===== src/rtl/mspc_pkg.sv =====
package mspc_pkg;

  // Widest channel index the token carries (CHANNELS up to 64)
  localparam int IDX_W = 6;

  localparam int CAL_ENTRIES = 26;
  localparam int CAL_W       = 5;

  // Calibration knots, unsigned Q8.8
  localparam logic [15:0] CAL_Q88 [CAL_ENTRIES] = '{
    16'd0,     16'd840,   16'd1756,  16'd2787,  16'd3913,  16'd5211,  16'd6681,
    16'd8379,  16'd10441, 16'd12846, 16'd16015, 16'd20367, 16'd26742, 16'd34835,
    16'd41745, 16'd46574, 16'd50105, 16'd53026, 16'd55354, 16'd57263, 16'd58981,
    16'd60451, 16'd61749, 16'd62894, 16'd63944, 16'd64898
  };

  localparam logic [2:0] ST_TICK      = 3'd0;
  localparam logic [2:0] ST_UNCHANGED = 3'd1;
  localparam logic [2:0] ST_UPDATED   = 3'd2;
  localparam logic [2:0] ST_ALLOCATED = 3'd3;
  localparam logic [2:0] ST_FULL      = 3'd4;

  // Search token passed from cell to cell
  typedef struct packed {
    logic             valid;
    logic             hit;
    logic [IDX_W-1:0] hit_idx;
    logic [7:0]       hit_last;
    logic             free;
    logic [IDX_W-1:0] free_idx;
  } mspc_token_t;

  // Write command broadcast to the row
  typedef struct packed {
    logic             en;
    logic [IDX_W-1:0] idx;
    logic [7:0]       pin;
    logic [7:0]       duty;
    logic [7:0]       req;
  } mspc_wr_t;

endpackage


===== src/rtl/multichannel_soft_pwm_calibrated.sv =====
// Channel | Beat fields                                          | Role
// s_axis  | tuser: op; tdata: pin_number[7:0], level_request[23:8] | items in
// m_axis  | tdata: channel_levels[15:0], channel_used[19:16],     | results out
//         |        set_status[22:20], mapped_duty[30:23]          |
// A tick's beat passes through the S_DONE state into the result register once that
// is free; the next beat can be taken once the state is back in S_IDLE. A set item
// walks a token down the row of CHANNELS cells; for a new or changed level, the
// calibration map then scans its knot table one entry a cycle and runs a 4-step
// divide. One item is in flight at a time; the result
// register lets the next item in while a result waits. Synchronous reset
// clears every channel; no clearing pass is needed.
module multichannel_soft_pwm_calibrated
  import mspc_pkg::*;
#(
  parameter int CHANNELS     = 16,
  parameter int PERIOD_SLOTS = 256
) (
  input  logic        clk,
  input  logic        rst,
  input  logic        s_tvalid,
  output logic        s_tready,
  input  logic        s_tuser,  // op
  input  logic [23:0] s_tdata,  // pin_number, level_request
  output logic        m_tvalid,
  input  logic        m_tready,
  output logic [31:0] m_tdata   // channel_levels, channel_used, set_status, mapped_duty, pad
);

  localparam logic [1:0] S_IDLE   = 2'd0;
  localparam logic [1:0] S_SEARCH = 2'd1;
  localparam logic [1:0] S_MAP    = 2'd2;
  localparam logic [1:0] S_DONE   = 2'd3;

  logic [1:0]       state;
  logic [7:0]       q_pin;
  logic [7:0]       q_req;
  logic             accept;
  logic             tick;
  logic             launch;
  logic             map_start;
  logic             map_done;
  logic [7:0]       map_duty;
  logic [IDX_W-1:0] tgt_idx;
  logic [3:0]       res_used;
  logic [2:0]       res_status;
  logic [7:0]       res_duty;
  logic [15:0]      levels16;
  logic [CHANNELS-1:0] lvl;
  mspc_token_t      tok [CHANNELS+1];
  mspc_wr_t         wr;

  assign s_tready = (state == S_IDLE);
  assign accept   = s_tvalid && s_tready;
  assign tick     = accept && !s_tuser;

  // token enters the first cell the cycle after a set beat is taken
  always_comb begin
    tok[0]       = '0;
    tok[0].valid = launch;
  end

  for (genvar c = 0; c < CHANNELS; c++) begin : g_cell
    mspc_cell #(.IDX(c), .PERIOD_SLOTS(PERIOD_SLOTS)) u_cell (
      .clk      (clk),
      .rst      (rst),
      .tick     (tick),
      .query_pin(q_pin),
      .wr       (wr),
      .tok_in   (tok[c]),
      .tok_out  (tok[c+1]),
      .level    (lvl[c])
    );
  end

  mspc_map #(.PERIOD_SLOTS(PERIOD_SLOTS)) u_map (
    .clk  (clk),
    .rst  (rst),
    .start(map_start),
    .v    (q_req),
    .done (map_done),
    .duty (map_duty)
  );

  // only the first sixteen channels are reported
  always_comb begin
    levels16 = '0;
    for (int c = 0; c < CHANNELS && c < 16; c++) begin
      levels16[c] = lvl[c];
    end
  end

  always_comb begin
    wr.en   = (state == S_MAP) && map_done;
    wr.idx  = tgt_idx;
    wr.pin  = q_pin;
    wr.duty = map_duty;
    wr.req  = q_req;
  end

  always_ff @(posedge clk) begin
    if (rst) begin
      state     <= S_IDLE;
      launch    <= 1'b0;
      map_start <= 1'b0;
      m_tvalid  <= 1'b0;
    end else begin
      launch    <= 1'b0;
      map_start <= 1'b0;
      if (m_tvalid && m_tready) begin
        m_tvalid <= 1'b0;
      end
      case (state)
        S_IDLE: begin
          if (accept) begin
            q_pin      <= s_tdata[7:0];
            q_req      <= (s_tdata[23:16] != 8'd0) ? 8'd255 : s_tdata[15:8];
            res_used   <= '0;
            res_status <= ST_TICK;
            res_duty   <= '0;
            if (s_tuser) begin
              launch <= 1'b1;
              state  <= S_SEARCH;
            end else begin
              state <= S_DONE;
            end
          end
        end
        S_SEARCH: begin
          if (tok[CHANNELS].valid) begin
            if (tok[CHANNELS].hit) begin
              res_used <= tok[CHANNELS].hit_idx[3:0];
              tgt_idx  <= tok[CHANNELS].hit_idx;
              if (tok[CHANNELS].hit_last == q_req) begin
                res_status <= ST_UNCHANGED;
                state      <= S_DONE;
              end else begin
                res_status <= ST_UPDATED;
                map_start  <= 1'b1;
                state      <= S_MAP;
              end
            end else if (tok[CHANNELS].free) begin
              res_used   <= tok[CHANNELS].free_idx[3:0];
              tgt_idx    <= tok[CHANNELS].free_idx;
              res_status <= ST_ALLOCATED;
              map_start  <= 1'b1;
              state      <= S_MAP;
            end else begin
              res_status <= ST_FULL;
              state      <= S_DONE;
            end
          end
        end
        S_MAP: begin
          if (map_done) begin
            res_duty <= map_duty;
            state    <= S_DONE;
          end
        end
        default: begin
          // hold the result until the output register is free
          if (!m_tvalid || m_tready) begin
            m_tdata  <= {1'b0, res_duty, res_status, res_used, levels16};
            m_tvalid <= 1'b1;
            state    <= S_IDLE;
          end
        end
      endcase
    end
  end

endmodule


===== src/rtl/mspc_cell.sv =====
module mspc_cell
  import mspc_pkg::*;
#(
  parameter int IDX          = 0,
  parameter int PERIOD_SLOTS = 256
) (
  input  logic        clk,
  input  logic        rst,
  input  logic        tick,
  input  logic [7:0]  query_pin,
  input  mspc_wr_t    wr,
  input  mspc_token_t tok_in,
  output mspc_token_t tok_out,
  output logic        level
);

  localparam int SW = $clog2(PERIOD_SLOTS);
  localparam int CW = (SW > 8) ? SW : 8;
  localparam logic [SW-1:0] SLOT_LAST = SW'(PERIOD_SLOTS - 1);
  localparam logic [IDX_W-1:0] MY_IDX = IDX_W'(IDX);

  logic          in_use;
  logic [7:0]    pin;
  logic [7:0]    duty;
  logic [7:0]    last_req;
  logic [SW-1:0] slot;
  logic          wr_me;
  logic          slot_eq;
  mspc_token_t   tok_next;

  assign wr_me   = wr.en && (wr.idx == MY_IDX);
  assign slot_eq = (CW'(slot) == CW'(duty));

  always_ff @(posedge clk) begin
    if (rst) begin
      in_use   <= 1'b0;
      pin      <= '0;
      duty     <= '0;
      last_req <= '0;
      slot     <= '0;
      level    <= 1'b0;
    end else if (wr_me) begin
      in_use   <= 1'b1;
      pin      <= wr.pin;
      duty     <= wr.duty;
      last_req <= wr.req;
      slot     <= '0;
    end else if (tick) begin
      if (in_use && pin != 8'd0) begin
        if (duty == 8'd0) begin
          level <= 1'b0;
        end else if (slot == '0) begin
          level <= 1'b1;
        end else if (slot_eq) begin
          level <= 1'b0;
        end
      end
      slot <= (slot == SLOT_LAST) ? '0 : slot + SW'(1);
    end
  end

  always_comb begin
    tok_next = tok_in;
    if (tok_in.valid) begin
      if (!tok_in.hit && in_use && pin == query_pin) begin
        tok_next.hit      = 1'b1;
        tok_next.hit_idx  = MY_IDX;
        tok_next.hit_last = last_req;
      end
      if (!tok_in.free && !in_use) begin
        tok_next.free     = 1'b1;
        tok_next.free_idx = MY_IDX;
      end
    end
  end

  always_ff @(posedge clk) begin
    if (rst) begin
      tok_out <= '0;
    end else begin
      tok_out <= tok_next;
    end
  end

endmodule


===== src/rtl/mspc_map.sv =====
module mspc_map
  import mspc_pkg::*;
#(
  parameter int PERIOD_SLOTS = 256
) (
  input  logic       clk,
  input  logic       rst,
  input  logic       start,
  input  logic [7:0] v,
  output logic       done,
  output logic [7:0] duty
);

  localparam int TOP = (PERIOD_SLOTS - 1 < 255) ? PERIOD_SLOTS - 1 : 255;
  localparam logic [8:0] TOP9 = 9'(TOP);

  localparam logic [1:0] M_IDLE = 2'd0;
  localparam logic [1:0] M_SCAN = 2'd1;
  localparam logic [1:0] M_DIV  = 2'd2;
  localparam logic [1:0] M_SUM  = 2'd3;

  logic [1:0]       state;
  logic [7:0]       val;
  logic [CAL_W-1:0] k;
  logic [CAL_W-1:0] seg;
  logic [19:0]      rem;
  logic [15:0]      den;
  logic [3:0]       quo;
  logic [1:0]       bitn;
  logic [15:0]      vq;
  logic [15:0]      base;
  logic [19:0]      den_sh;
  logic [8:0]       sum;

  assign vq     = {val, 8'd0};
  assign base   = CAL_Q88[k - CAL_W'(1)];
  assign den_sh = 20'(den) << bitn;
  assign sum    = 9'(seg) * 9'd10 + 9'(quo);

  always_ff @(posedge clk) begin
    if (rst) begin
      state <= M_IDLE;
      done  <= 1'b0;
    end else begin
      done <= 1'b0;
      case (state)
        M_IDLE: begin
          if (start) begin
            val <= v;
            k   <= '0;
            if (v == 8'd0 || v == 8'd255) begin
              duty <= (9'(v) > TOP9) ? TOP9[7:0] : v;
              done <= 1'b1;
            end else begin
              state <= M_SCAN;
            end
          end
        end
        M_SCAN: begin
          if (vq < CAL_Q88[k]) begin
            if (k == '0) begin
              duty  <= TOP9[7:0];
              done  <= 1'b1;
              state <= M_IDLE;
            end else begin
              seg   <= k - CAL_W'(1);
              // numerator is (v*256 - knot) * 10, quotient stays below 10
              rem   <= (20'(vq - base) << 3) + (20'(vq - base) << 1);
              den   <= CAL_Q88[k] - base;
              quo   <= '0;
              bitn  <= 2'd3;
              state <= M_DIV;
            end
          end else if (k == CAL_W'(CAL_ENTRIES - 1)) begin
            duty  <= TOP9[7:0];
            done  <= 1'b1;
            state <= M_IDLE;
          end else begin
            k <= k + CAL_W'(1);
          end
        end
        M_DIV: begin
          if (den != 16'd0 && rem >= den_sh) begin
            rem       <= rem - den_sh;
            quo[bitn] <= 1'b1;
          end
          if (bitn == 2'd0) begin
            state <= M_SUM;
          end else begin
            bitn <= bitn - 2'd1;
          end
        end
        M_SUM: begin
          duty  <= (sum > TOP9) ? TOP9[7:0] : sum[7:0];
          done  <= 1'b1;
          state <= M_IDLE;
        end
        default: begin
          state <= M_IDLE;
        end
      endcase
    end
  end

endmodule


===== config.mk =====
export PLATFORM = sky130hd
export DESIGN_NAME = multichannel_soft_pwm_calibrated
export DESIGN_NICKNAME = d
export VERILOG_FILES = /design/src/rtl/mspc_pkg.sv /design/src/rtl/multichannel_soft_pwm_calibrated.sv /design/src/rtl/mspc_cell.sv /design/src/rtl/mspc_map.sv
export SDC_FILE = /design/constraint.sdc
export NUM_CORES = 2
export LEC_CHECK = 0
export ABC_AREA = 1
export BUFFER_PORTS_ARGS = -buffer_cell sky130_fd_sc_hd__buf_2
export CAP_MARGIN = 10
export CORE_UTILIZATION = 50
export DETAILED_ROUTE_END_ITERATION = 12
export PLACE_DENSITY = 0.64
export SLEW_MARGIN = 10
export SYNTH_ARGS = -nofsm -noshare
export SYNTH_HDL_FRONTEND = slang
export SYNTH_SLANG_ARGS = --single-unit

===== constraint.sdc =====
create_clock -name clk -period 8.2 [get_ports clk]
set_input_delay 2.46 -clock clk [delete_from_list [all_inputs] [get_ports clk]]
set_output_delay 2.46 -clock clk [all_outputs]
set_load 0.01 [all_outputs]

# Word level (Yosys, flattened, before mapping)
# Memory sizes are Yosys's and may differ from the RTL's.
# Cells that the tools add are included.
dict set report classes {
  n_addsub 24
  n_mul 1
  magnitude_cmp 7
  eq_ne 87
  shift 1
  mux 185
  bitwise_logic 28
  n_reduce_logical 263
}
# cell n
set ops {}
lappend ops {{22-bit 2-to-1 mux} 15}
lappend ops {{8-bit equality test} 33}
lappend ops {{8-bit logical NOT} 33}
lappend ops {{15-bit 2-to-1 mux} 16}
lappend ops {{8-bit 2-to-1 mux} 24}
lappend ops {{8-bit equality test (second input constant)} 17}
lappend ops {{8-bit nonzero test} 17}
lappend ops {{8-bit by 1-bit adder with 8-bit output (second input constant)} 16}
lappend ops {{7-bit 2-to-1 mux} 16}
lappend ops {{4-bit AND reduction} 22}
lappend ops {{1-bit logical AND} 84}
lappend ops {{16-bit 2-to-1 mux} 4}
lappend ops {{1-bit 2-to-1 mux} 63}
lappend ops {{20-bit 2-to-1 mux} 3}
lappend ops {{3-bit nonzero test} 17}
lappend ops {{6-bit by 4-bit equality test with 1-bit output (second input constant)} 8}
lappend ops {{1-bit logical NOT} 47}
lappend ops {{20-bit case mux with 2 select lines} 1}
lappend ops {{2-bit OR reduction} 17}
lappend ops {{2-bit 2-to-1 mux} 16}
lappend ops {{4-bit 2-to-1 mux} 7}
lappend ops {{1-bit NOT} 25}
lappend ops {{6-bit by 3-bit equality test with 1-bit output (second input constant)} 4}
lappend ops {{8-bit case mux with 3 select lines} 1}
lappend ops {{other kinds (50)} 90}
dict set report word_totals {
  ff_bits 1056
  rom_bits 1024
  in_bits 29
  out_inout_bits 34
  elab_cells 811
  mem_count 2
}
# memory words word_bits rd rd_ports_with_merged_regs write_ports line_no
set mem_list {}
lappend mem_list {{(no name shown)} 32 16 1 0 0 mspc_map.sv:36} ;# assign base = CAL_Q88[k - CAL_W'(1)];
lappend mem_list {{(no name shown)} 32 16 1 0 0 mspc_map.sv:69} ;# den <= CAL_Q88[k] - base;

# Depth between registers and ports, before layout
dict set report logic_depth {
  depth_word 10
  depth_mapped 39
  depth_no_buf 36
}

# Hierarchy
# A second synthesis with hierarchy kept.
dict set report unflattened {
  cells_unflattened 6398
  area_unflattened_um2 48721.7
}
# module instances cells_per_inst area_per_inst_um2 seq_area_each_um2
set modules_own_cells {}
lappend modules_own_cells {{mspc_cell at g_cell[1].u_cell ...} 4 315 2398.6 1141.1}
lappend modules_own_cells {{mspc_cell at g_cell[10].u_cell ...} 4 317 2347.3 1141.1}
lappend modules_own_cells {mspc_map 1 1109 7841.3 2102.0}
lappend modules_own_cells {{mspc_cell at g_cell[13].u_cell ...} 2 316 2377.3 1141.1}
lappend modules_own_cells {{mspc_cell at g_cell[11].u_cell ...} 2 319 2363.5 1141.1}
lappend modules_own_cells {multichannel_soft_pwm_calibrated 1 223 2865.2 2142.1}
lappend modules_own_cells {{mspc_cell at g_cell[3].u_cell} 1 317 2407.3 1141.1}
lappend modules_own_cells {{mspc_cell at g_cell[12].u_cell} 1 321 2398.6 1141.1}
lappend modules_own_cells {{mspc_cell at g_cell[0].u_cell} 1 314 2383.5 1141.1}
lappend modules_own_cells {{mspc_cell at g_cell[15].u_cell} 1 316 2361.0 1141.1}

# Least setup slack after synthesis
# OpenSTA, ideal clock, no wires.
dict set report synth_path {
  kind {input port to flip-flop}
  startpoint {input rst}
  endpoint {register m_tdata[0] (enable)}
  setup_ps 420
  t_arrival_ps 4608
  t_required_ps 7780
  setup_slack_ps 3172
  stages 6
  n_path_buf 3
  cell_sequence {clkbuf_1 -> inv_2 -> clkbuf_1 -> buf_1 -> nand2_1 -> nor2_1}
}
dict set report synth_via {
  elab_chain_cells 2
}
# item line_no
set synth_lines {}
lappend synth_lines {{start, declared} multichannel_soft_pwm_calibrated.sv:19} ;# input logic rst,
lappend synth_lines {{1-bit NOT (no source line)} n/a}
lappend synth_lines {{3-bit AND reduction (no source line)} n/a}
lappend synth_lines {{end signal, assigned} multichannel_soft_pwm_calibrated.sv:162} ;# m_tdata <= {1'b0, res_duty, res_status, res_used, levels16};
lappend synth_lines {{end, declared} multichannel_soft_pwm_calibrated.sv:26} ;# output logic [31:0] m_tdata
# Every way passes these cells.
# A chain may end at the register's enable or synchronous reset.

# Final worst setup path
dict set report layout_path {
  startpoint {register u_map.k[0]}
  endpoint {register u_map.rem[15] (data pin)}
}
dict set report layout_via {
  elab_chain_cells 10
}
# item line_no
set layout_lines {}
lappend layout_lines {{start, declared} mspc_map.sv:24} ;# logic [CAL_W-1:0] k;
lappend layout_lines {{start signal, assigned} mspc_map.sv:79} ;# k <= k + CAL_W'(1);
lappend layout_lines {{5-bit by 1-bit subtractor with 5-bit output} mspc_map.sv:36}
lappend layout_lines {{5-bit NOT with 6-bit output (implied by the code)} mspc_map.sv:36}
lappend layout_lines {{memory read 32 x 16 bit} n/a}
lappend layout_lines {{16-bit 2-to-1 mux (implied by the code) (2 in series)} mspc_map.sv:36}
lappend layout_lines {{16-bit by 16-bit subtractor with 17-bit output} mspc_map.sv:68} ;# rem <= (20'(vq - base) << 3) + (20'(vq - base) << 1);
lappend layout_lines {{20-bit adder} mspc_map.sv:68}
lappend layout_lines {{20-bit 2-to-1 mux} mspc_map.sv:61} ;# if (k == '0) begin
lappend layout_lines {{20-bit 2-to-1 mux} mspc_map.sv:60} ;# if (vq < CAL_Q88[k]) begin
lappend layout_lines {{20-bit case mux with 2 select lines} mspc_map.sv:46} ;# case (state)
lappend layout_lines {{end signal, assigned} mspc_map.sv:68}
lappend layout_lines {{end signal, assigned} mspc_map.sv:84} ;# rem <= rem - den_sh;
lappend layout_lines {{end, declared} mspc_map.sv:26} ;# logic [19:0] rem;
# Every way passes these cells. The select of a mux whose other input is x is not followed.

==> run_results.csv <==
group,metric,value,unit
run_status,status,"complete, no violations",
run,maxCapViolations,0,
worst_setup_path,cpMostUsedCell,"nand2_1",
clocking,ctsResizeCount,0,
floorplan,rows,107,
floorplan,die_y,297,µm
yosys,syn_nets,5696,
pwr,peakVddDrop,175,µV
pwr,p_int,7.77,mW
place,place_congestion,0.899,
yosys,synth-xor-area-share,0.0446,
yosys,ys_top_cells_by_area,"dfxtp_1 (38%), edfxtp_1 (9.2%), a21oi_1 (6.9%), o21ai_0 (6.6%), inv_1 (6.4%)",
yosys,synth_top_family_by_area,"simple AND/OR/NAND/NOR gates",
yosys,muxShareOfSynthArea,0.000230,
global_route,grt_usage,0.259,
worst_setup_path,critPathTopFamily,"adder cells",
worst_hold_path,holdPathStages,0,
yosys,synthAdderAreaFrac,0.0373,
worst_setup_path,worstSetupPathType,"reg -> reg",
worst_setup_path,reg2regPathDepth,34,
sta,setup_viol,0,
clocking,htree_levels,3,
clocking,clock_sinks,960,
global_route,grt_pass1_vias,33700,
worst_setup_path,r2r_start,"u_map.k[0]$_SDFFCE_PN0P_",
yosys,ys_types,61,
worst_hold_path,holdCritPathClass,"reg -> reg",
yosys,synthFlopType,"dfxtp_1",
routing,vias,36200,
sta,slew_viol_final,0,
sta,tightest_slew,1060,ps
routing,wl,116000,µm
pwr,pwr-share-seq,0.480,
worst_setup_path,start_kind,"register",
pwr,p_total,10.2,mW
global_route,grt_max_degree,192,
sta,fin_crit,6060,ps
sta,clock-skew-final,26.2,ps
cells_and_area,drive_above_1_share,0.0689,
clocking,hold_buffers,0,
cells_and_area,insertedDiodeCount,0,
routing,first_iter_violations,2671,
routing,wl_per_cell,17.2,µm
yosys,yosys_warnings,0,
cells_and_area,num-nets-final,5658,
yosys,syn_area,0.0436,mm²
yosys,ys_seq_elements,960,
floorplan,fp.coreArea,0.0857,mm²
floorplan,io_pins,63,
routing,drc,0,
clocking,postCtsSetupBuffers,0,
worst_hold_path,hold_start,"res_duty[2]$_SDFFCE_PN0P_",
floorplan,fp.dieW,297,µm
yosys,avgSynthCellArea,7.87,µm²
routing,drtPass1Iterations,5,
yosys,synth_compound_area_frac,0.175,
routing,via_per_inst,5.37,
sta,finalHoldViolations,0,
worst_setup_path,critPathArrivalTime,6460,ps
yosys,async_reset_ff_frac,0,
clocking,clockBufferDepth,3,
worst_setup_path,critPathSlowestCell,"edfxtp_1",
global_route,gr-total-overflow,0,
cells_and_area,syn_to_final_growth,10.9,%
worst_setup_path,worstPathMaxFanout,12,
clocking,cts_tree,"built",
sta,finalCritPeriodShare,0.739,
yosys,yosysSeqAreaShare,0.472,
sta,holdWs,421,ps
pwr,clkPwrFrac,0.463,
sta,rsz0062_at_grt,"no",
worst_setup_path,critPathMaxStageDelay,610,ps
worst_setup_path,cp.buffers_inverters,8,
clocking,root_buffer,"clkbuf_16",
worst_setup_path,crit_required,8600,ps
floorplan,die_area,0.0883,mm²
clocking,numCtsBuffers,102,
global_route,grt_first_pass_wirelength,185000,µm
pwr,p_sw_frac,0.237,
place,dpl.hpwl,76300,µm
worst_setup_path,regToRegSetupSlack,2140,ps
sta,slew_headroom,0.285,
global_route,grt_antenna_before_repair,1,
worst_setup_path,r2r_end,"u_map.rem[15]$_DFFE_PP_",
pwr,p_per_area,211,mW/mm²
yosys,synth_top_cell_by_area,"dfxtp_1",
worst_hold_path,hold-path-endpoint,"m_tdata[25]$_DFFE_PP_",
pwr,p_sw,2.41,mW
worst_setup_path,critPathCaptureType,"register",
yosys,synth_top_area_frac,0.379,
floorplan,start_util,0.509,
place,io_buffers,61,
cells_and_area,post-route-util,0.564,
routing,detail-route-antenna-nets,0,
yosys,synth-edff-count,134,
pwr,comb_power_share,0.057,
sta,setup_tns,0,ps
sta,max_freq,165,MHz
clocking,worstSkewPairLatency,680,ps
yosys,netlist_instances,5540,
clocking,cts.clk_slew.worst_paths,70,ps
yosys,synth_simple_gate_area_share,0.180,
pwr,p_leak,18.6,nW
==> sequential cells by signal (all words and copies together) (netlist names), 4 cells and up, named ones only <==
name and flops:
g_cell.u_cell.duty 128, g_cell.u_cell.last_req 128, u_map.duty 8, u_map.quo 4, g_cell.u_cell.in_use 16, u_map.rem 20
g_cell.u_cell.tok_out 274, tgt_idx 4, g_cell.u_cell.level 16, g_cell.u_cell.slot 128, m_tdata 31, res_used 4
q_pin 8, q_req 8, g_cell.u_cell.pin 128, res_duty 8, u_map.k 5, u_map.seg 5
u_map.val 8, u_map.den 16
==> Yosys cell counts, types with 15 or more instances <==
library cell	number
xnor2_1	111
nand4_1	123
ha_1	122
nor2_1	540
nand3_1	159
xor2_1	111
nand2_1	723
nor3_1	76
or2_2	15
edfxtp_1	134
clkinv_1	16
nor4_1	90
o21ai_0	574
dfxtp_1	826
nand2_2	19
o21bai_1	19
clkbuf_1	240
inv_1	742
a21oi_1	603
a211oi_1	84
==> per-layer routing <==
metal	GRT usage	wire length (µm)
met1	0.366	54900
met2	0.414	51600
met3	0.0309	5850
met4	0.0751	3290
met5	0	0
==> kinds of logic after synthesis <==
kind of cell / after synthesis
XOR/XNOR: 222
buffers and inverters: 1037
AND/OR/NAND/NOR: 1792
flip-flops: 960
adder cells (fa/ha/maj): 127
other: 1
AO/OA/AOI/OAI: 1400
multiplexers: 1
==> cell usage in the layout (no fill, tap or decap), types with 22 or more instances in the layout <==
| master | count |
|---|---|
| clkbuf_8 | 24 |
| nand2_1 | 723 |
| nand3_1 | 157 |
| clkbuf_1 | 22 |
| inv_1 | 742 |
| edfxtp_1 | 134 |
| dfxtp_1 | 826 |
| nor4_1 | 90 |
| nor3_1 | 73 |
| xnor2_1 | 111 |
| clkbuf_16 | 109 |
| xor2_1 | 111 |
| ha_1 | 122 |
| nand4_1 | 123 |
| o21ai_0 | 574 |
| buf_2 | 60 |
| nor2_1 | 529 |
| a211oi_1 | 84 |
| a21oi_1 | 603 |
| buf_4 | 63 |
==> power by group through the flow <==
stage               Sequential [mW]  Combinational [mW]  Clock, mW
floorplan                      4.98               0.378          0
global placement               4.99               0.564          0
detailed placement             4.99               0.568          0
CTS                            4.89               0.571       4.78
global route                   4.89               0.636       4.99
finish                         4.89               0.576       4.71
==> stage by stage <==
step / area [µm²] / setup slack, ps / std cells
6_report: 48300 / 2140 / 6733
5_1_grt: 48300 / 1530 / 6733
4_1_cts: 48300 / 2200 / 6733
3_5_place_dp: 44800 / 2200 / 6542
3_3_place_gp: 44800 / 2290 / 6542
2_1_floorplan: 43600 / 3170 / 5540
==> how the worst max path moves through the flow <==
stage | endpoint | start | cells after the start
after global routing | u_map.rem[17]$_DFFE_PP_ | u_map.k[0]$_SDFFCE_PN0P_ | 35
after floorplan | m_tdata[0]$_DFFE_PP_ | rst | 6
after detailed placement | u_map.rem[15]$_DFFE_PP_ | u_map.k[0]$_SDFFCE_PN0P_ | 34
after CTS | u_map.rem[15]$_DFFE_PP_ | u_map.k[0]$_SDFFCE_PN0P_ | 34
after global placement | u_map.rem[17]$_DFFE_PP_ | u_map.k[0]$_SDFFCE_PN0P_ | 35
final | u_map.rem[15]$_DFFE_PP_ | u_map.k[0]$_SDFFCE_PN0P_ | 34
==> area by class of cell <==
| cell class | count | area (µm²) |
|---|---|---|
| tap | 1144 | 1430 |
| multi-input combinational | 3543 | 19100 |
| clock buffer | 154 | 3130 |
| sequential | 960 | 20600 |
| fill | 7958 | 37400 |
| timing repair buffer | 127 | 847 |
| clock inverter | 37 | 345 |
| inverter | 768 | 2890 |
Power figures use the tool's default switching activity.
